[src/hw/rtl/brp_pkg.sv]
package brp_pkg;

    localparam int BYTE_W = 8;
    localparam int LEN_W = 8;
    localparam int COL_W = 13;
    localparam int ROW_W = 12;
    localparam int PLANE_OUT_W = 3;
    localparam int STATUS_W = 2;
    localparam int CFG_W = 14;
    localparam int ADDR_W = 2;

    localparam int ROW_BYTES_W = 14;
    localparam int IMAGE_ROWS_W = 13;
    localparam int PLANE_COUNT_W = 4;
    localparam int MODE_W = 8;

    localparam int DEF_MAX_ROW_BYTES = 8192;
    localparam int DEF_MAX_ROWS = 4096;
    localparam int DEF_MAX_PLANES = 8;

    localparam logic [ROW_BYTES_W-1:0] RST_ROW_BYTES = 14'd40;
    localparam logic [IMAGE_ROWS_W-1:0] RST_IMAGE_ROWS = 13'd200;
    localparam logic [PLANE_COUNT_W-1:0] RST_PLANE_COUNT = 4'd5;
    localparam logic [MODE_W-1:0] RST_MODE = 8'd1;

    // configuration register indexes
    localparam logic [ADDR_W-1:0] REG_ROW_BYTES = 2'd0;
    localparam logic [ADDR_W-1:0] REG_IMAGE_ROWS = 2'd1;
    localparam logic [ADDR_W-1:0] REG_PLANE_COUNT = 2'd2;
    localparam logic [ADDR_W-1:0] REG_MODE = 2'd3;

    localparam logic [MODE_W-1:0] MODE_NONE = 8'd0;
    localparam logic [MODE_W-1:0] MODE_BYTERUN1 = 8'd1;

    localparam logic [BYTE_W-1:0] CTRL_NOP = 8'h80;

    localparam logic [STATUS_W-1:0] ST_RUN = 2'd0;
    localparam logic [STATUS_W-1:0] ST_LAST = 2'd1;
    localparam logic [STATUS_W-1:0] ST_DECODE_ERR = 2'd2;
    localparam logic [STATUS_W-1:0] ST_MODE_ERR = 2'd3;

    typedef struct packed {
        logic              adv;
        logic              rearm;
        logic [LEN_W-1:0]  len;
    } pos_cmd_t;

    typedef struct packed {
        logic done;
        logic overflow;
    } pos_stat_t;

    typedef struct packed {
        logic [COL_W-1:0]       col;
        logic [PLANE_OUT_W-1:0] plane;
        logic [ROW_W-1:0]       row;
    } pos_view_t;

    typedef struct packed {
        logic                   valid;
        logic [BYTE_W-1:0]      value;
        logic [LEN_W-1:0]       length;
        logic [PLANE_OUT_W-1:0] plane;
        logic [ROW_W-1:0]       row;
        logic [COL_W-1:0]       col;
        logic [STATUS_W-1:0]    status;
    } result_t;

endpackage

[src/hw/rtl/brp_pos.sv]
module brp_pos
    import brp_pkg::*;
#(
    parameter int MAX_ROW_BYTES = DEF_MAX_ROW_BYTES,
    parameter int MAX_ROWS = DEF_MAX_ROWS,
    parameter int MAX_PLANES = DEF_MAX_PLANES
)
(
    input  logic                     clk,
    input  logic                     rst_n,
    input  logic                     fire,
    input  pos_cmd_t                 cmd,
    input  logic [ROW_BYTES_W-1:0]   row_bytes,
    input  logic [IMAGE_ROWS_W-1:0]  image_rows,
    input  logic [PLANE_COUNT_W-1:0] plane_count,
    output pos_stat_t                stat,
    output pos_view_t                cur,
    output pos_view_t                nxt
);

    localparam int RB_W = $clog2(MAX_ROW_BYTES + 1);
    localparam int CW = (RB_W > ROW_BYTES_W) ? RB_W : ROW_BYTES_W;
    localparam int IR_W = $clog2(MAX_ROWS + 1);
    localparam int RW = (IR_W > IMAGE_ROWS_W) ? IR_W : IMAGE_ROWS_W;
    localparam int PL_W = (MAX_PLANES > 1) ? $clog2(MAX_PLANES) : 1;
    localparam int PW = ((PL_W + 1) > PLANE_COUNT_W) ? (PL_W + 1) : PLANE_COUNT_W;

    logic [COL_W-1:0] col_reg, col_next;
    logic [PL_W-1:0]  plane_reg, plane_next;
    logic [ROW_W-1:0] row_reg, row_next;

    logic [CW-1:0]    rb_ext, rb, sum;
    logic [RW-1:0]    ir_ext, ir, r1;
    logic [PW-1:0]    pc_ext, pc, pl1, plane_cur_w, plane_nxt_w;
    logic [COL_W-1:0] step_col;
    logic [PL_W-1:0]  step_plane;
    logic [ROW_W-1:0] step_row;
    logic             done;

    // clamp the registers into their supported ranges
    always_comb
    begin
        rb_ext = CW'(row_bytes);
        if (rb_ext == '0)
            rb = CW'(1);
        else if (rb_ext > CW'(MAX_ROW_BYTES))
            rb = CW'(MAX_ROW_BYTES);
        else
            rb = rb_ext;

        ir_ext = RW'(image_rows);
        if (ir_ext == '0)
            ir = RW'(1);
        else if (ir_ext > RW'(MAX_ROWS))
            ir = RW'(MAX_ROWS);
        else
            ir = ir_ext;

        pc_ext = PW'(plane_count);
        if (pc_ext == '0)
            pc = PW'(1);
        else if (pc_ext > PW'(MAX_PLANES))
            pc = PW'(MAX_PLANES);
        else
            pc = pc_ext;
    end

    always_comb
    begin
        sum = CW'(col_reg) + CW'(cmd.len);
        pl1 = PW'(plane_reg) + PW'(1);
        r1 = RW'(row_reg) + RW'(1);
        step_col = sum[COL_W-1:0];
        step_plane = plane_reg;
        step_row = row_reg;
        done = 1'b0;
        if (sum >= rb)
        begin
            step_col = '0;
            if (pl1 >= pc)
            begin
                step_plane = '0;
                if (r1 >= ir)
                begin
                    step_row = '0;
                    done = 1'b1;
                end
                else
                begin
                    step_row = r1[ROW_W-1:0];
                end
            end
            else
            begin
                step_plane = pl1[PL_W-1:0];
            end
        end
        stat.done = done;
        // run would pass the end of the plane row
        stat.overflow = (sum > rb);
    end

    always_comb
    begin
        col_next = col_reg;
        plane_next = plane_reg;
        row_next = row_reg;
        if (cmd.adv)
        begin
            col_next = step_col;
            plane_next = step_plane;
            row_next = step_row;
        end
        plane_cur_w = PW'(plane_reg);
        plane_nxt_w = PW'(plane_next);
        cur.col = col_reg;
        cur.plane = plane_cur_w[PLANE_OUT_W-1:0];
        cur.row = row_reg;
        nxt.col = col_next;
        nxt.plane = plane_nxt_w[PLANE_OUT_W-1:0];
        nxt.row = row_next;
    end

    always_ff @(posedge clk or negedge rst_n)
    begin
        if (!rst_n)
        begin
            col_reg <= '0;
            plane_reg <= '0;
            row_reg <= '0;
        end
        else if (fire)
        begin
            if (cmd.rearm)
            begin
                col_reg <= '0;
                plane_reg <= '0;
                row_reg <= '0;
            end
            else
            begin
                col_reg <= col_next;
                plane_reg <= plane_next;
                row_reg <= row_next;
            end
        end
    end

endmodule

[src/hw/rtl/brp_dec.sv]
module brp_dec
    import brp_pkg::*;
(
    input  logic              clk,
    input  logic              rst_n,
    input  logic              fire,
    input  logic [BYTE_W-1:0] stream_byte,
    input  logic              stream_end,
    input  logic [MODE_W-1:0] compression_mode,
    input  pos_stat_t         stat,
    input  pos_view_t         cur,
    input  pos_view_t         nxt,
    output pos_cmd_t          cmd,
    output result_t           res
);

    localparam logic [1:0] PH_CONTROL = 2'd0;
    localparam logic [1:0] PH_LITERAL = 2'd1;
    localparam logic [1:0] PH_REPEAT = 2'd2;

    localparam logic [1:0] HALT_NONE = 2'd0;
    localparam logic [1:0] HALT_DONE = 2'd1;
    localparam logic [1:0] HALT_ERROR = 2'd2;

    logic [1:0]       phase_reg, phase_next;
    logic [LEN_W-1:0] run_left_reg, run_left_next;
    logic [1:0]       halted_reg, halted_next;

    logic             run_emit;
    logic [LEN_W-1:0] lit_cnt, rep_cnt, left_dec;

    // position command; depends only on the byte, end flag, mode and decode state
    always_comb
    begin
        cmd = '0;
        run_emit = 1'b0;
        lit_cnt = stream_byte + LEN_W'(1);
        // 257 - b, taken mod 256; always 2..128 for a repeat control
        rep_cnt = LEN_W'(1) - stream_byte;

        if (halted_reg == HALT_NONE && compression_mode <= MODE_BYTERUN1)
        begin
            if (compression_mode == MODE_NONE || phase_reg == PH_LITERAL)
            begin
                run_emit = 1'b1;
                cmd.len = LEN_W'(1);
            end
            else if (phase_reg == PH_REPEAT)
            begin
                run_emit = 1'b1;
                cmd.len = run_left_reg;
            end
            else if (stream_byte != CTRL_NOP)
            begin
                cmd.len = stream_byte[BYTE_W-1] ? rep_cnt : lit_cnt;
            end
        end
        cmd.adv = run_emit;
        cmd.rearm = stream_end;
    end

    always_comb
    begin
        phase_next = phase_reg;
        run_left_next = run_left_reg;
        halted_next = halted_reg;
        res = '0;
        left_dec = (run_left_reg == '0) ? '0 : run_left_reg - LEN_W'(1);

        if (halted_reg == HALT_NONE)
        begin
            if (compression_mode > MODE_BYTERUN1)
            begin
                res.valid = 1'b1;
                res.status = ST_MODE_ERR;
                res.plane = cur.plane;
                res.row = cur.row;
                res.col = cur.col;
                halted_next = HALT_ERROR;
            end
            else if (compression_mode != MODE_NONE)
            begin
                if (phase_reg == PH_LITERAL)
                begin
                    run_left_next = left_dec;
                    if (left_dec == '0)
                        phase_next = PH_CONTROL;
                end
                else if (phase_reg == PH_REPEAT)
                begin
                    run_left_next = '0;
                    phase_next = PH_CONTROL;
                end
                else if (stream_byte != CTRL_NOP)
                begin
                    if (stat.overflow)
                    begin
                        res.valid = 1'b1;
                        res.status = ST_DECODE_ERR;
                        res.plane = cur.plane;
                        res.row = cur.row;
                        res.col = cur.col;
                        halted_next = HALT_ERROR;
                    end
                    else
                    begin
                        run_left_next = cmd.len;
                        phase_next = stream_byte[BYTE_W-1] ? PH_REPEAT : PH_LITERAL;
                    end
                end
            end
        end

        if (run_emit)
        begin
            res.valid = 1'b1;
            res.value = stream_byte;
            res.length = cmd.len;
            res.status = stat.done ? ST_LAST : ST_RUN;
            res.plane = cur.plane;
            res.row = cur.row;
            res.col = cur.col;
            if (stat.done)
                halted_next = HALT_DONE;
        end

        // early end: replaces a non-last run, reports the position after this byte
        if (stream_end)
        begin
            if (halted_next == HALT_NONE)
            begin
                res.valid = 1'b1;
                res.value = '0;
                res.length = '0;
                res.status = ST_DECODE_ERR;
                res.plane = nxt.plane;
                res.row = nxt.row;
                res.col = nxt.col;
            end
            phase_next = PH_CONTROL;
            run_left_next = '0;
            halted_next = HALT_NONE;
        end
    end

    always_ff @(posedge clk or negedge rst_n)
    begin
        if (!rst_n)
        begin
            phase_reg <= PH_CONTROL;
            run_left_reg <= '0;
            halted_reg <= HALT_NONE;
        end
        else if (fire)
        begin
            phase_reg <= phase_next;
            run_left_reg <= run_left_next;
            halted_reg <= halted_next;
        end
    end

endmodule

[src/hw/rtl/byterun1_planar_unpacker.sv]
// Data path: an accepted byte sits in the input register, is decoded, and its
// result, if any, lands in the result register that drives out_valid.
// Throughput: one byte per cycle while out_stall is low; a result held by
// out_stall stalls the input once the input register is full.
// Reset (rst_n, async, active low) clears the decode position and state,
// empties both registers and loads the configuration defaults.
module byterun1_planar_unpacker
    import brp_pkg::*;
#(
    parameter int MAX_ROW_BYTES = DEF_MAX_ROW_BYTES,
    parameter int MAX_ROWS = DEF_MAX_ROWS,
    parameter int MAX_PLANES = DEF_MAX_PLANES
)
(
    input  logic                   clk,
    input  logic                   rst_n,

    input  logic                   cfg_wr_en,
    input  logic [ADDR_W-1:0]      cfg_addr,
    input  logic [CFG_W-1:0]       cfg_wdata,

    input  logic                   in_valid,
    output logic                   in_stall,
    input  logic [BYTE_W-1:0]      stream_byte,
    input  logic                   stream_end,

    output logic                   out_valid,
    input  logic                   out_stall,
    output logic [BYTE_W-1:0]      run_value,
    output logic [LEN_W-1:0]       run_length,
    output logic [PLANE_OUT_W-1:0] plane_index,
    output logic [ROW_W-1:0]       row_index,
    output logic [COL_W-1:0]       column_start,
    output logic [STATUS_W-1:0]    status
);

    logic [ROW_BYTES_W-1:0]   row_bytes_reg;
    logic [IMAGE_ROWS_W-1:0]  image_rows_reg;
    logic [PLANE_COUNT_W-1:0] plane_count_reg;
    logic [MODE_W-1:0]        mode_reg;

    logic                     s1_valid_reg;
    logic [BYTE_W-1:0]        s1_byte_reg;
    logic                     s1_end_reg;

    logic                     out_valid_reg;
    result_t                  out_reg;

    logic                     adv, fire;
    pos_cmd_t                 cmd;
    pos_stat_t                stat;
    pos_view_t                cur, nxt;
    result_t                  res;

    assign adv = !out_valid_reg || !out_stall;
    assign fire = s1_valid_reg && adv;
    assign in_stall = s1_valid_reg && !adv;

    always_ff @(posedge clk or negedge rst_n)
    begin
        if (!rst_n)
        begin
            row_bytes_reg <= RST_ROW_BYTES;
            image_rows_reg <= RST_IMAGE_ROWS;
            plane_count_reg <= RST_PLANE_COUNT;
            mode_reg <= RST_MODE;
        end
        else if (cfg_wr_en)
        begin
            unique case (cfg_addr)
                REG_ROW_BYTES:   row_bytes_reg <= cfg_wdata[ROW_BYTES_W-1:0];
                REG_IMAGE_ROWS:  image_rows_reg <= cfg_wdata[IMAGE_ROWS_W-1:0];
                REG_PLANE_COUNT: plane_count_reg <= cfg_wdata[PLANE_COUNT_W-1:0];
                REG_MODE:        mode_reg <= cfg_wdata[MODE_W-1:0];
                default:         ;
            endcase
        end
    end

    // input register
    always_ff @(posedge clk or negedge rst_n)
    begin
        if (!rst_n)
            s1_valid_reg <= 1'b0;
        else if (!in_stall)
            s1_valid_reg <= in_valid;
    end

    always_ff @(posedge clk)
    begin
        if (in_valid && !in_stall)
        begin
            s1_byte_reg <= stream_byte;
            s1_end_reg <= stream_end;
        end
    end

    brp_pos #(
        .MAX_ROW_BYTES (MAX_ROW_BYTES),
        .MAX_ROWS      (MAX_ROWS),
        .MAX_PLANES    (MAX_PLANES)
    ) u_pos (
        .clk         (clk),
        .rst_n       (rst_n),
        .fire        (fire),
        .cmd         (cmd),
        .row_bytes   (row_bytes_reg),
        .image_rows  (image_rows_reg),
        .plane_count (plane_count_reg),
        .stat        (stat),
        .cur         (cur),
        .nxt         (nxt)
    );

    brp_dec u_dec (
        .clk              (clk),
        .rst_n            (rst_n),
        .fire             (fire),
        .stream_byte      (s1_byte_reg),
        .stream_end       (s1_end_reg),
        .compression_mode (mode_reg),
        .stat             (stat),
        .cur              (cur),
        .nxt              (nxt),
        .cmd              (cmd),
        .res              (res)
    );

    // result register; a byte with no result just drains the input register
    always_ff @(posedge clk or negedge rst_n)
    begin
        if (!rst_n)
            out_valid_reg <= 1'b0;
        else if (adv)
            out_valid_reg <= fire && res.valid;
    end

    always_ff @(posedge clk)
    begin
        if (fire && res.valid)
            out_reg <= res;
    end

    assign out_valid = out_valid_reg;
    assign run_value = out_reg.value;
    assign run_length = out_reg.length;
    assign plane_index = out_reg.plane;
    assign row_index = out_reg.row;
    assign column_start = out_reg.col;
    assign status = out_reg.status;

endmodule
[config.mk]
export PLATFORM = sky130hd
export DESIGN_NAME = byterun1_planar_unpacker
export DESIGN_NICKNAME = d
export VERILOG_FILES = /design/src/hw/rtl/brp_pkg.sv /design/src/hw/rtl/brp_pos.sv /design/src/hw/rtl/brp_dec.sv /design/src/hw/rtl/byterun1_planar_unpacker.sv
export SDC_FILE = /design/constraint.sdc
export NUM_CORES = 1
export LEC_CHECK = 0
export BUFFER_PORTS_ARGS = -buffer_cell sky130_fd_sc_hd__buf_2
export CAP_MARGIN = 30
export CORE_MARGIN = 2
export CORE_UTILIZATION = 55
export CTS_BUF_LIST = sky130_fd_sc_hd__clkbuf_8
export CTS_CLUSTER_DIAMETER = 80
export DETAILED_ROUTE_END_ITERATION = 7
export PLACE_DENSITY_LB_ADDON = 0.12
export SLEW_MARGIN = 20
export SYNTH_ARGS = -nofsm -noshare
export SYNTH_HDL_FRONTEND = slang
export SYNTH_SLANG_ARGS = --single-unit
[constraint.sdc]
create_clock -name clk -period 13.3 [get_ports clk]
set_input_delay 0.665 -clock clk [delete_from_list [all_inputs] [get_ports clk]]
set_output_delay 0.665 -clock clk [all_outputs]
set_load 0.01 [all_outputs]
# Word-level counts from Yosys, hierarchy flattened

Cells that the tools add are included.

Bits in read-only memories: 0
Memory bits (writable): 0
Bits in latches: 0
Register bits: 136
Output and inout bits: 48
Memories: 0
Logic and storage cells: 150

Eq/ne operators: 9
$add $sub $neg: 6
Multipliers: 0
Order comparisons: 9
Reduce and logical (&&, ||, !) cells: 30
Divide/modulo/power cells: 0
Shifts and indexed selects: 0
Multiplexer cells: 76
Bitwise operators: 0

Operators by type and width:

| operator                | number |
|---|---|
| $mux W30                | 7 |
| $mux W47                | 3 |
| $mux W8                 | 14 |
| $mux W13                | 5 |
| $mux W12                | 5 |
| $mux W2                 | 20 |
| $mux W14                | 2 |
| $logic_not A8 Y1        | 3 |
| $add A13 B8 Y14         | 1 |
| $ge A14 B14 Y1          | 1 |
| $gt A14 B14 Y1          | 1 |
| $gt A14 B14 Y1 const B  | 1 |
| $logic_not A14 Y1       | 1 |
| $mux W1                 | 14 |
| $add A12 B1 Y13 const B | 1 |
| $ge A13 B13 Y1          | 1 |
| $gt A13 B13 Y1 const B  | 1 |
| $logic_not A13 Y1       | 1 |
| $mux W3                 | 4 |
| $add A8 B1 Y8 const B   | 1 |
| $gt A8 B1 Y1 const B    | 1 |
| $le A8 B1 Y1 const B    | 1 |
| $mux W4                 | 2 |
| $ne A8 B8 Y1 const B    | 1 |
| other kinds (21)        | 38 |

# Depth between registers and ports, before layout

Gate-level depths: netlist of the first run.

Word-level depth: 21
Mapped depth: 26

# By module

A second synthesis of the first run with hierarchy kept.

Cell total of the unflattened synthesis: 806
Area, all modules: 8364.3 um2

By module, submodules not included:

| module                   | cells each | times used | area an instance (um2) |
|---|---|---|---|
| brp_pos                  | 412        | 1          | 3259.4 |
| byterun1_planar_unpacker | 150        | 1          | 3224.3 |
| brp_dec                  | 244        | 1          | 1880.6 |

# Worst setup path before layout of the first run

No wires, ideal clock.

Path kind: reg-to-reg
Start: register s1_byte_reg[3]
End: register out_reg, in the netlist column_start[0], enable pin
Period minus slack after synthesis: 7171 ps
Cell stages (with the launch flop): 24
Arrival: 6721 ps
Path slack: 6129 ps
Path through: edfxtp_1 -> clkbuf_1 -> or3b_4 -> nor4b_4 -> buf_4 -> o21ai_0 -> o21ai_0 -> a21oi_1 -> ha_1 -> fa_1 -> a211oi_1 -> nor2_1 -> o21ai_0 -> a21oi_1 -> nand3_1 -> xnor2_1 -> ha_1 -> nand2_1 -> o21ai_0 -> a21oi_1 -> a2111oi_4 -> o31a_4 -> a21oi_4 -> nor2_1

Cells in the longest elaborated chain, start to end: 21
Elaborated cells between the ends (all ways): 33

Ends and longest elaborated chain:

| item                                           | RTL line                        | source |
|---|---|---|
| from (decl)                                    | byterun1_planar_unpacker.sv:43  | `logic [BYTE_W-1:0] s1_byte_reg;` |
| from (signal assigned)                         | byterun1_planar_unpacker.sv:93  | `s1_byte_reg <= stream_byte;` |
| $add A8 B1 Y8 or $sub A1 B8 Y8 (tied branches) | brp_dec.sv:37, brp_dec.sv:39    |  |
| $mux W8                                        | brp_dec.sv:55                   | `cmd.len = stream_byte[BYTE_W-1] ? rep_cnt : lit_cnt;` |
| $mux W8                                        | brp_dec.sv:53                   | `else if (stream_byte != CTRL_NOP)` |
| $mux W8                                        | brp_dec.sv:48                   | `else if (phase_reg == PH_REPEAT)` |
| $mux W8                                        | brp_dec.sv:43                   | `if (compression_mode == MODE_NONE \|\| phase_reg == PH_LITERAL)` |
| $mux W8                                        | brp_dec.sv:41                   | `if (halted_reg == HALT_NONE && compression_mode <= MODE_BYTERUN1)` |
| $add A13 B8 Y14                                | brp_pos.sv:70                   | `sum = CW'(col_reg) + CW'(cmd.len);` |
| $gt A14 B14 Y1                                 | brp_pos.sv:100                  | `stat.overflow = (sum > rb);` |
| [... 5 more ...]                               | -                               |  |
| $mux W2                                        | brp_dec.sv:72                   | `if (compression_mode > MODE_BYTERUN1)` |
| $mux W2                                        | brp_dec.sv:70                   | `if (halted_reg == HALT_NONE)` |
| $mux W2                                        | brp_dec.sv:123                  | `if (stat.done)` |
| $mux W2                                        | brp_dec.sv:114                  | `if (run_emit)` |
| $logic_not A2 Y1                               | brp_dec.sv:130                  | `if (halted_next == HALT_NONE)` |
| $mux W47                                       | brp_dec.sv:130                  |  |
| $mux W47 (*)                                   | brp_dec.sv:128                  | `if (stream_end)` |
| $logic_and A1 B1 Y1 (*)                        | byterun1_planar_unpacker.sv:140 | `if (fire && res.valid)` |
| to (signal assigned)                           | byterun1_planar_unpacker.sv:141 | `out_reg <= res;` |
| to (decl)                                      | byterun1_planar_unpacker.sv:47  | `result_t out_reg;` |

Every way passes the cells marked *; elsewhere a longest branch is shown, timed or not.
A chain may end at the register's enable or synchronous reset.

# Worst setup path after layout of the first run

Start: register s1_byte_reg[7]
End: register out_reg, in the netlist run_length[1], enable pin

The elaborated chain is that of the path after synthesis.

==> summary.txt, run 1 <==
status: finished clean
Clock transition at path regs: 0.09 ns
crit path to: run_length[1]$_DFFE_PP_
# Max-Cap Violations: 0
WS Path Type: reg -> reg
Initial Utilization: 0.562
largest net degree at the start of global routing: 71
CTS tree: yes
Worst Skew: 0.0120 ns
syn avg cell area: 9.92 um^2
vias in the first global route: 6809
htree depth: 4
period utilisation layout: 0.551
XOR/XNOR Fraction of Synth Area: 0.0266
share of synthesized area spent on multiplexers: 0.0547
Num CTS Buffers: 17
antenna violations before repair: 0
Post-synth EDFFs: 55
startpoint class of the critical path: flip-flop
Post-synth ARST share: 0.596
drt total wl: 22500 um
Post-Syn Area: 8550 um^2
synthesized instance count: 862
Max Clk Rate: 136 MHz
# IOs: 78
minimum clock period: 7.33 ns
clock sinks: 136
cts hold-fix bufs: 0
VDD IR-drop max: 0.0965 mV
max-slew violation count: 0
final setup TNS: 0 ns
Crit Reg-Reg Startpoint: s1_byte_reg[7]$_DFFE_PP_
DP Area: 9030 um^2
WP data required: 13.41 ns
RSZ-0062 raised after global routing: no
antenna viol nets, final: 0
Largest register FFs: 14
postcts setup bufs: 0
Root Buffer: clkbuf_8
DR pass1 iterations: 6
post-synthesis sequential area ratio: 0.431
# rows: 45
syn_nets: 940
Critical Path AT: 7.45 ns
Die Area: 16600 um^2
Placeable Area: 15200 um^2
post-DP HPWL: 16200 um
Max-slew headroom: 0.405
PortBufs: 77
CTS Buffer Depth: 2
Die Span X: 129 um
layout cells sized above 1: 0.212
Synth Area in Compound Gates: 0.196
Final Instance Area: 9460 um^2
Area growth syn-to-layout: 10.7%
WL/cell: 20.1 um
number of remaining DRC errors: 0
CP Capture Type: flip-flop
grt total ovfl: 0
reg2reg setup slack: 5.97 ns
vias: 7149
synth warn: 0
first-pass GRT wire length: 35700 um
Lkg Pwr: 0.00399 uW
Final Hold Viols: 0
flops & latches, synth: 136
end of the worst register-to-register path: run_length[1]$_DFFE_PP_
routability cong.: 0.897
clock insertion delay at the later pin of the skew report: 0.47 ns
Synth Area in Simple Gates: 0.184
post-synthesis adder-cell area fraction: 0.0711
layout net count: 1000
Power per Cell Area: 159 nW/um^2
Worst Hold Class: in -> async
Power Total: 1510 uW
main combinational cell family by area after synthesis: compound AO/OA/AOI/OAI gates
1st-iter DRT viols: 673
Synth cell types: 79
predominant post-synthesis flop cell: dfrtp_1
worst reg2reg path depth: 20
CTS resizes: 0
endpoints failing setup: 0
crit path launch: s1_byte_reg[7]$_DFFE_PP_
diode count: 0
CP Max Fanout: 32
worst-margin pin slew: 0.890 ns
GRT Overall Usage: 0.281
Vias/cell: 6.37
Die H: 129 um
cells by family (layout without fill, tap and decap cells):
| logic type | Yosys count | count (layout) |
|---|---|---|
| fa+ha+maj | 48 | 48 |
| flops | 136 | 136 |
| mux | 42 | 42 |
| simple gates | 291 | 291 |
| xor+xnor | 26 | 26 |
| buf+inv | 72 | 145 |
| compound gates | 247 | 247 |
Yosys cell counts, types with 20 or more instances:
| cell type | count | share of area |
|---|---|---|
| o21ai_0 | 50 | 0.029 |
| nor2_1 | 52 | 0.023 |
| nand2_1 | 88 | 0.039 |
| dfrtp_1 | 73 | 0.21 |
| inv_1 | 26 | 0.011 |
| nor3_1 | 22 | 0.013 |
| nand3_1 | 20 | 0.012 |
| a21oi_1 | 51 | 0.030 |
| ha_1 | 47 | 0.069 |
| clkbuf_1 | 25 | 0.011 |
| edfxtp_1 | 55 | 0.19 |
| mux2_2 | 38 | 0.050 |
worst max-delay path, cell delays in order, from the launching register on:
cell	delay [ns]
edfxtp_1	0.65
or3b_4	0.47
nor4b_4	0.69
nor3_1	0.11
a21oi_1	0.23
nor2_1	0.12
ha_1	0.30
a211oi_1	0.21
nor2_1	0.12
o41ai_1	0.56
a21oi_1	0.26
and3_1	0.26
ha_1	0.33
a21oi_1	0.14
o21ai_0	0.14
a21oi_1	0.45
a2111oi_4	0.19
nor2_4	0.54
a21oi_4	0.23
nor2_4	0.44
buf_4	0.48
stage by stage:
stage	std cells	utilization	setup WS (ns)	hold slack, ns
finish	1123	0.622	5.97	0.0276
global route	1123	0.622	5.51	0.0249
global placement	1089	0.594	6.33	0.490
CTS	1122	0.621	6.05	0.0235
detailed placement	1090	0.594	6.10	0.499
floorplan	862	-	6.13	0.369
final cells by class:
type	instances	area, um^2
multi-input combinational	654	4560
timing repair buffer	86	468
tap	188	235
fill	1301	5740
inverter	27	101
clock inverter	15	176
clock buffer	17	234
sequential	136	3690
where the power goes:
group / internal, uW / switching, uW / leakage [uW]
Combinational: 193 / 335 / 0.00223
Sequential: 541 / 73.0 / 0.00155
Clock: 186 / 178 / 0.000212
cell usage in the layout (no fill, tap or decap), types with 5 or more instances in the layout:
| cell | count |
|---|---|
| dfstp_2 | 8 |
| a211o_1 | 5 |
| dfrtp_1 | 73 |
| ha_1 | 47 |
| o21ai_1 | 14 |
| nand2b_1 | 10 |
| xnor2_1 | 12 |
| edfxtp_1 | 55 |
| and3_1 | 15 |
| o31ai_1 | 11 |
| nor3_1 | 22 |
| a21oi_1 | 51 |
| nor4_1 | 8 |
| o31a_1 | 6 |
| a22oi_1 | 18 |
| and2_1 | 13 |
| nor3_2 | 5 |
| or2_2 | 5 |
| o2bb2ai_1 | 12 |
| o22ai_1 | 7 |
| nand2_1 | 88 |
| mux2_2 | 38 |
| nor2_1 | 51 |
| o21ai_0 | 50 |
| nand3_1 | 20 |
| inv_1 | 27 |
| nor2b_1 | 7 |
| buf_4 | 9 |
| clkbuf_8 | 17 |
| a211oi_1 | 14 |
| a21o_1 | 8 |
| a31oi_1 | 7 |
| a32oi_1 | 6 |
| nand4_1 | 19 |
| xor2_1 | 14 |
| buf_2 | 76 |
layer usage:
metal  wire (um)  vias up  track usage  part of all wire
met5           0        -            0                 0
met4         883        0        0.130             0.039
met3        1560       66       0.0528             0.069
met2       10600      329        0.448              0.47
met1        9550     3400        0.375              0.42
li1            -     3354            -                 -
worst min-delay path by stage:
| stage | cells after the start | endpoint | from |
|---|---|---|---|
| final | 1 | s1_valid_reg$_DFFE_PN0N_ | rst_n |
| after CTS | 1 | u_pos.row_reg[5]$_DFFE_PN0P_ | rst_n |
| after global routing | 1 | s1_valid_reg$_DFFE_PN0N_ | rst_n |
| after global placement | 1 | mode_reg[2]$_DFFE_PN0P_ | mode_reg[2]$_DFFE_PN0P_ |
| after detailed placement | 1 | mode_reg[4]$_DFFE_PN0P_ | mode_reg[4]$_DFFE_PN0P_ |
| after floorplan | 0 | image_rows_reg[0]$_DFFE_PN0P_ | rst_n |
Power figures use the tool's default switching activity.
==> inputs of run 2 (changes only) <==
==> constraint.sdc (replaced) <==
create_clock -name clk -period 6.9 [get_ports clk]
set_input_delay 0.345 -clock clk [delete_from_list [all_inputs] [get_ports clk]]
set_output_delay 0.345 -clock clk [all_outputs]
set_load 0.01 [all_outputs]
==> run 2 against run 1 <==
  * Wire length increased by 4.2%
  * Sequential share of layout area decreased by 0.35 points
  * Global-route usage increased by 1.0 points
  * Sequential cell count unchanged
  * Non-clock buffer count increased by 10
  * Critical endpoint is now plane_index[1]$_DFFE_PP_
  * First-iteration DRC count increased by 2.8%
==> summary.txt, run 2 (same netlist as run 1, synthesis figures left out) <==
diode count: 0 (unchanged)
Die Span X: 129 um (unchanged)
WS Path Type: reg -> reg (unchanged)
Lkg Pwr: 0.00403 uW (was 0.00399 uW)
number of remaining DRC errors: 0 (unchanged)
register area: 3690 um^2 (unchanged)
antenna viol nets, final: 0 (unchanged)
Finished Core Util: 0.628 (was 0.622)
Root Buffer: clkbuf_8 (unchanged)
# IOs: 78 (unchanged)
PortBufs: 77 (unchanged)
WP data required: 7.13 ns (was 13.41 ns)
endpoints failing setup: 0 (unchanged)
clock insertion delay at the later pin of the skew report: 0.47 ns (about the same)
Largest register FFs: 14 (unchanged)
drt total wl: 23500 um (was 22500 um)
final setup TNS: 0 ns (unchanged)
Max-slew headroom: 0.453 (was 0.405)
slowest stage cell, crit path: nor4_4 (was nor4b_4)
period utilisation layout: 0.931 (was 0.551)
Die Area: 16600 um^2 (unchanged)
max incr delay on CP: 0.52 ns (was 0.69 ns)
Worst Hold Class: in -> reg (was in -> async)
post-DP HPWL: 17100 um (was 16200 um)
Vias/cell: 6.46 (was 6.37)
most common cell after layout, fill and taps aside: nand2_1 (unchanged)
Worst Skew: 0.0135 ns (was 0.0120 ns)
layout net count: 1011 (was 1000)
1st-iter DRT viols: 692 (was 673)
max-slew violation count: 0 (unchanged)
WL/cell: 20.7 um (was 20.1 um)
minimum clock period: 6.42 ns (was 7.33 ns)
Num CTS Buffers: 17 (unchanged)
fill count: 1264 (was 1301)
Die H: 129 um (unchanged)
met3 wire length: 1590 um (was 1560 um)
# rows: 45 (unchanged)
RSZ-0062 raised after global routing: no (unchanged)
Max Used Layer: met4 (unchanged)
VDD IR-drop max: 0.171 mV (was 0.0965 mV)
Critical Path AT: 6.66 ns (was 7.45 ns)
Area growth syn-to-layout: 11.7% (was 10.7%)
Crit path top cell by count: o21ai_0 (was a21oi_1)
vias: 7330 (was 7149)
vias in the first global route: 6936 (was 6809)
DR pass1 iterations: 5 (was 6)
largest net degree at the start of global routing: 75 (was 71)
Max Clk Rate: 156 MHz (was 136 MHz)
Power per Cell Area: 305 nW/um^2 (was 159 nW/um^2)
Initial Utilization: 0.562 (unchanged)
CP Capture Type: flip-flop (unchanged)
area of the multi-input gates: 4580 um^2 (was 4560 um^2)
clock sinks: 136 (unchanged)
GRT Overall Usage: 0.291 (was 0.281)
# Max-Cap Violations: 0 (unchanged)
CTS Buffer Depth: 2 (unchanged)
met1 WL: 9940 um (was 9550 um)
layout cells sized above 1: 0.219 (was 0.212)
routability cong.: 0.938 (was 0.897)
grt total ovfl: 0 (unchanged)
first-pass GRT wire length: 37200 um (was 35700 um)
Placeable Area: 15200 um^2 (unchanged)
CP Max Fanout: 11 (was 32)
Clock transition at path regs: 0.08 ns (was 0.09 ns)
Final Hold Viols: 0 (unchanged)
CTS tree: yes (unchanged)
worst-margin pin slew: 0.819 ns (was 0.890 ns)
antenna violations before repair: 0 (unchanged)
htree depth: 4 (unchanged)
startpoint class of the critical path: flip-flop (unchanged)
most frequent cells in the layout: nand2_1 (88), buf_2 (76), dfrtp_1 (73) (unchanged)
DR WL met2: 11300 um (was 10600 um)
critical-path cell list: or3b_4 > nor4b_4 > o21ai_0 > o21ai_0 > a21oi_1 > ha_1 > fa_1 > a211oi_1 > nor2_1 > o21ai_0 > a21oi_1 > nand3_1 > xnor2_1 > ha_1 > nand4_2 > nor4_4 > a211oi_2 > and2_1 > nor3_1 > buf_4 > o21ai_0 > o21ai_0 (was or3b_4 > nor4b_4 > nor3_1 > a21oi_1 > nor2_1 > ha_1 > a211oi_1 > nor2_1 > o41ai_1 > a21oi_1 > and3_1 > ha_1 > a21oi_1 > o21ai_0 > a21oi_1 > a2111oi_4 > nor2_4 > a21oi_4 > nor2_4 > buf_4)
status: finished clean (unchanged)
[run 2: per-layer routing]
metal | vias up | track usage
li1 | 3374 | -
met1 | 3516 | 0.387
met2 | 370 | 0.471
met3 | 70 | 0.0599
met4 | 0 | 0.115
met5 | - | 0
[run 2: cell type report]
type / instances / area share
multi-input cells: 655 / 0.479
flip-flops and latches: 136 / 0.386
repair buffers: 96 / 0.0598
well taps: 188 / 0.0246
clock buffers: 17 / 0.0245
clock inverters: 15 / 0.0147
inverters: 27 / 0.0106
[run 2: final timing paths]
kind                       cells after the start  slack [ns]                  endpoint                startpoint
min in group asynchronous                      2        0.25  s1_valid_reg$_DFFE_PN0N_                     rst_n
hold / removal                                 1        0.05  s1_byte_reg[7]$_DFFE_PP_            stream_byte[7]
setup / recovery                              22        0.48  plane_index[1]$_DFFE_PP_  s1_byte_reg[3]$_DFFE_PP_
hold reg to reg                                1        0.51   mode_reg[2]$_DFFE_PN0P_   mode_reg[2]$_DFFE_PN0P_
max in group asynchronous                      4        5.65   mode_reg[0]$_DFFE_PN1P_                     rst_n
setup reg to reg                              22        0.48  plane_index[1]$_DFFE_PP_  s1_byte_reg[3]$_DFFE_PP_
[run 2: per-stage QoR]
stage          total power [uW]  cells  instance area (um^2)  setup slack, ns  hold WS (ns)
2_1_floorplan              1900    862                  8550            0.498        0.0494
3_3_place_gp               2210   1095                  9090            0.661         0.180
3_5_place_dp               2260   1095                  9090            0.465         0.183
4_1_cts                    2900   1128                  9480            0.426        0.0346
5_1_grt                    3070   1134                  9550          0.00894        0.0331
6_report                   2910   1134                  9550            0.477        0.0485
[run 2: power by group]
group / internal, uW / switching [uW] / leakage (uW)
logic: 407 / 678 / 0.00229
registers: 1040 / 145 / 0.00155
clock network: 314 / 327 / 0.000190
total: 1760 / 1150 / 0.00403
[run 2: critical path, delay by kind of cell, from the launching register on]
kind	cells	cell delay, ns
and+or+nand+nor	8	2.44
buffers and inverters	1	0.23
AOI/OAI and AO/OA	9	1.90
DFF	1	0.51
adders and majority gates	3	1.01
xor gates and xnor gates	1	0.10
[run 2: repair_timing]
item | CTS | global route
setup endpoints to repair | 0 | 54
setup buffers | 0 | 3
hold buffers | 1 | 0
endpoints found under the hold margin | 7 | 0
resized for setup | 0 | 1
==> inputs of run 3 (changes only) <==
--- a/config.mk
+++ b/config.mk
@@ -7,7 +7,7 @@
 export LEC_CHECK = 0
 export BUFFER_PORTS_ARGS = -buffer_cell sky130_fd_sc_hd__buf_2
 export CAP_MARGIN = 30
-export CORE_MARGIN = 2
+export CORE_MARGIN = 4
 export CORE_UTILIZATION = 55
 export CTS_BUF_LIST = sky130_fd_sc_hd__clkbuf_8
 export CTS_CLUSTER_DIAMETER = 80
==> run 3 against run 2 <==
  * Wire length is 1.2% lower
  * Critical endpoint is now status[1]$_DFFE_PP_
  * Die area is 6.3% higher
  * Non-clock buffer count shrank 4
  * Worst hold slack improved by 0.019 ns
  * Final area fell by 0.38%
  * Critical path type unchanged
  * Combinational power about the same
  * First-iteration DRC count decreased by 7.4%
==> summary.txt, run 3 (same netlist as run 1, synthesis figures left out) <==
# rows: 45 (unchanged)
clock sinks: 136 (unchanged)
period utilisation layout: 0.921 (was 0.931)
DR pass1 iterations: 5 (unchanged)
hold wc startpoint: stream_byte[4] (was stream_byte[7])
Placeable Area: 15200 um^2 (unchanged)
hold path endpoint: s1_byte_reg[4]$_DFFE_PP_ (was s1_byte_reg[7]$_DFFE_PP_)
register area: 3690 um^2 (unchanged)
CP Capture Type: flip-flop (unchanged)
Die Span X: 133 um (was 129 um)
number of remaining DRC errors: 0 (unchanged)
status: finished clean (unchanged)
WP data required: 7.08 ns (was 7.13 ns)
VDD IR-drop max: 0.188 mV (was 0.171 mV)
Setup WS post-layout: 0.548 ns (was 0.477 ns)
antenna violations before repair: 0 (unchanged)
WS Path Type: reg -> reg (unchanged)
post-route non-filler standard cell count: 1130 (was 1134)
CTS Buffer Depth: 2 (unchanged)
layout net count: 1007 (was 1011)
Final Instance Area: 9510 um^2 (was 9550 um^2)
endpoints failing setup: 0 (unchanged)
Power per Cell Area: 308 nW/um^2 (was 305 nW/um^2)
Largest register FFs: 14 (unchanged)
1st-iter DRT viols: 641 (was 692)
vias in the first global route: 6935 (was 6936)
slowest stage cell, crit path: a2111oi_4 (was nor4_4)
Lkg Pwr: 0.00402 uW (was 0.00403 uW)
clock insertion delay at the later pin of the skew report: 0.45 ns (was 0.47 ns)
fill count: 1308 (was 1264)
grt total ovfl: 0 (unchanged)
max incr delay on CP: 0.64 ns (was 0.52 ns)
Crit Reg-Reg Startpoint: s1_byte_reg[3]$_DFFE_PP_ (unchanged)
largest net degree at the start of global routing: 59 (was 75)
max-slew violation count: 0 (unchanged)
hold slack: 0.0672 ns (was 0.0485 ns)
vias: 7211 (was 7330)
Max Clk Rate: 157 MHz (was 156 MHz)
first-pass GRT wire length: 37100 um (was 37200 um)
Critical Path AT: 6.53 ns (was 6.66 ns)
antenna viol nets, final: 0 (unchanged)
Max-slew headroom: 0.497 (was 0.453)
CTS resizes: 0 (unchanged)
critical-path cell list: or3b_4 > nor4b_4 > nor3_1 > a21oi_1 > nor2_1 > ha_1 > a211oi_1 > nor2_1 > o41ai_1 > a21oi_1 > and3_1 > ha_1 > nand2_1 > o21ai_0 > a21oi_1 > a2111oi_4 > nor2_4 > a21oi_4 > nor2_4 > buf_12 (was or3b_4 > nor4b_4 > o21ai_0 > o21ai_0 > a21oi_1 > ha_1 > fa_1 > a211oi_1 > nor2_1 > o21ai_0 > a21oi_1 > nand3_1 > xnor2_1 > ha_1 > nand4_2 > nor4_4 > a211oi_2 > and2_1 > nor3_1 > buf_4 > o21ai_0 > o21ai_0)
most frequent cells in the layout: nand2_1 (88), buf_2 (76), dfrtp_1 (73) (unchanged)
Worst Hold Class: in -> reg (unchanged)
GRT Overall Usage: 0.264 (was 0.291)
Area growth syn-to-layout: 11.3% (was 11.7%)
diode count: 0 (unchanged)
Worst Skew: 0.0131 ns (was 0.0135 ns)
layout cells sized above 1: 0.217 (was 0.219)
Clock transition at path regs: 0.09 ns (was 0.08 ns)
startpoint class of the critical path: flip-flop (unchanged)
most common cell after layout, fill and taps aside: nand2_1 (unchanged)
htree depth: 4 (unchanged)
final setup TNS: 0 ns (unchanged)
postcts setup bufs: 0 (unchanged)
WHS Path Cells: 1 (unchanged)
# Max-Cap Violations: 0 (unchanged)
Die H: 133 um (was 129 um)
Final Hold Viols: 0 (unchanged)
minimum clock period: 6.35 ns (was 6.42 ns)
Root Buffer: clkbuf_8 (unchanged)
Die Area: 17600 um^2 (was 16600 um^2)
dpl cells: 1095 (unchanged)
Setup WS pre-CTS: 0.680 ns (was 0.465 ns)
reg2reg setup slack: 0.55 ns (was 0.48 ns)
worst-margin pin slew: 0.753 ns (was 0.819 ns)
Initial Utilization: 0.562 (unchanged)
PortBufs: 77 (unchanged)
CP Max Fanout: 44 (was 11)
worst reg2reg path depth: 20 (was 22)
end of the worst register-to-register path: status[1]$_DFFE_PP_ (was plane_index[1]$_DFFE_PP_)
drt total wl: 23200 um (was 23500 um)
WL/cell: 20.5 um (was 20.7 um)
Critical path buffers and inverters: 1 (unchanged)
routability cong.: 0.923 (was 0.938)
Num CTS Buffers: 17 (unchanged)
crit-path leading delay family: compound AO/OA/AOI/OAI gates (was simple AND/OR/NAND/NOR gates)
Vias/cell: 6.38 (was 6.46)
DP Area: 9080 um^2 (was 9090 um^2)
RSZ-0062 raised after global routing: no (unchanged)
area of the multi-input gates: 4560 um^2 (was 4580 um^2)
Crit path top cell by count: a21oi_1 (was o21ai_0)
crit path launch: s1_byte_reg[3]$_DFFE_PP_ (unchanged)
post-DP HPWL: 17000 um (was 17100 um)
# IOs: 78 (unchanged)
CTS tree: yes (unchanged)
==> run 3: layout make-up <==
cell class	instances	area share
multi-input cells	655	0.480
flip-flops and latches	136	0.388
repair buffers	92	0.0542
clock buffers	17	0.0246
clock inverters	15	0.0182
well taps	188	0.0247
inverters	27	0.0107
==> run 3: metrics by stage <==
stage	total power, uW	util
2_1_floorplan	1900	-
3_3_place_gp	2210	0.597
3_5_place_dp	2240	0.597
6_report	2930	0.626
5_1_grt	3110	0.626
4_1_cts	2940	0.625
==> run 3: routing by layer <==
layer | vias to the layer above | wire [um] | GRT usage
met3 | 52 | 1580 | 0.0551
li1 | 3368 | - | -
met2 | 328 | 10900 | 0.423
met4 | 0 | 726 | 0.0999
met1 | 3463 | 9950 | 0.355
met5 | - | 0 | 0
==> run 3: worst max-delay path by stage <==
| stage | endpoint | slack [ns] | depth (start not counted) |
|---|---|---|---|
| 3_5_place_dp | status[0]$_DFFE_PP_ | 0.68 | 20 |
| 2_1_floorplan | column_start[0]$_DFFE_PP_ | 0.50 | 23 |
| 4_1_cts | run_length[7]$_DFFE_PP_ | 0.62 | 20 |
| 5_1_grt | row_index[10]$_DFFE_PP_ | 0.05 | 20 |
| 6_report | status[1]$_DFFE_PP_ | 0.55 | 20 |
| 3_3_place_gp | status[0]$_DFFE_PP_ | 0.78 | 20 |
==> run 3: what timing repair did <==
item	CTS	global route
setup endpoints to repair	0	45
hold endpoints to repair	23	0
hold buffers	1	0
==> run 3: where the power goes <==
group / total [uW] / switching (uW) / internal (uW)
combinational: 1060 / 668 / 391
sequential: 1190 / 145 / 1040
clock: 686 / 328 / 358
total: 2930 / 1140 / 1790
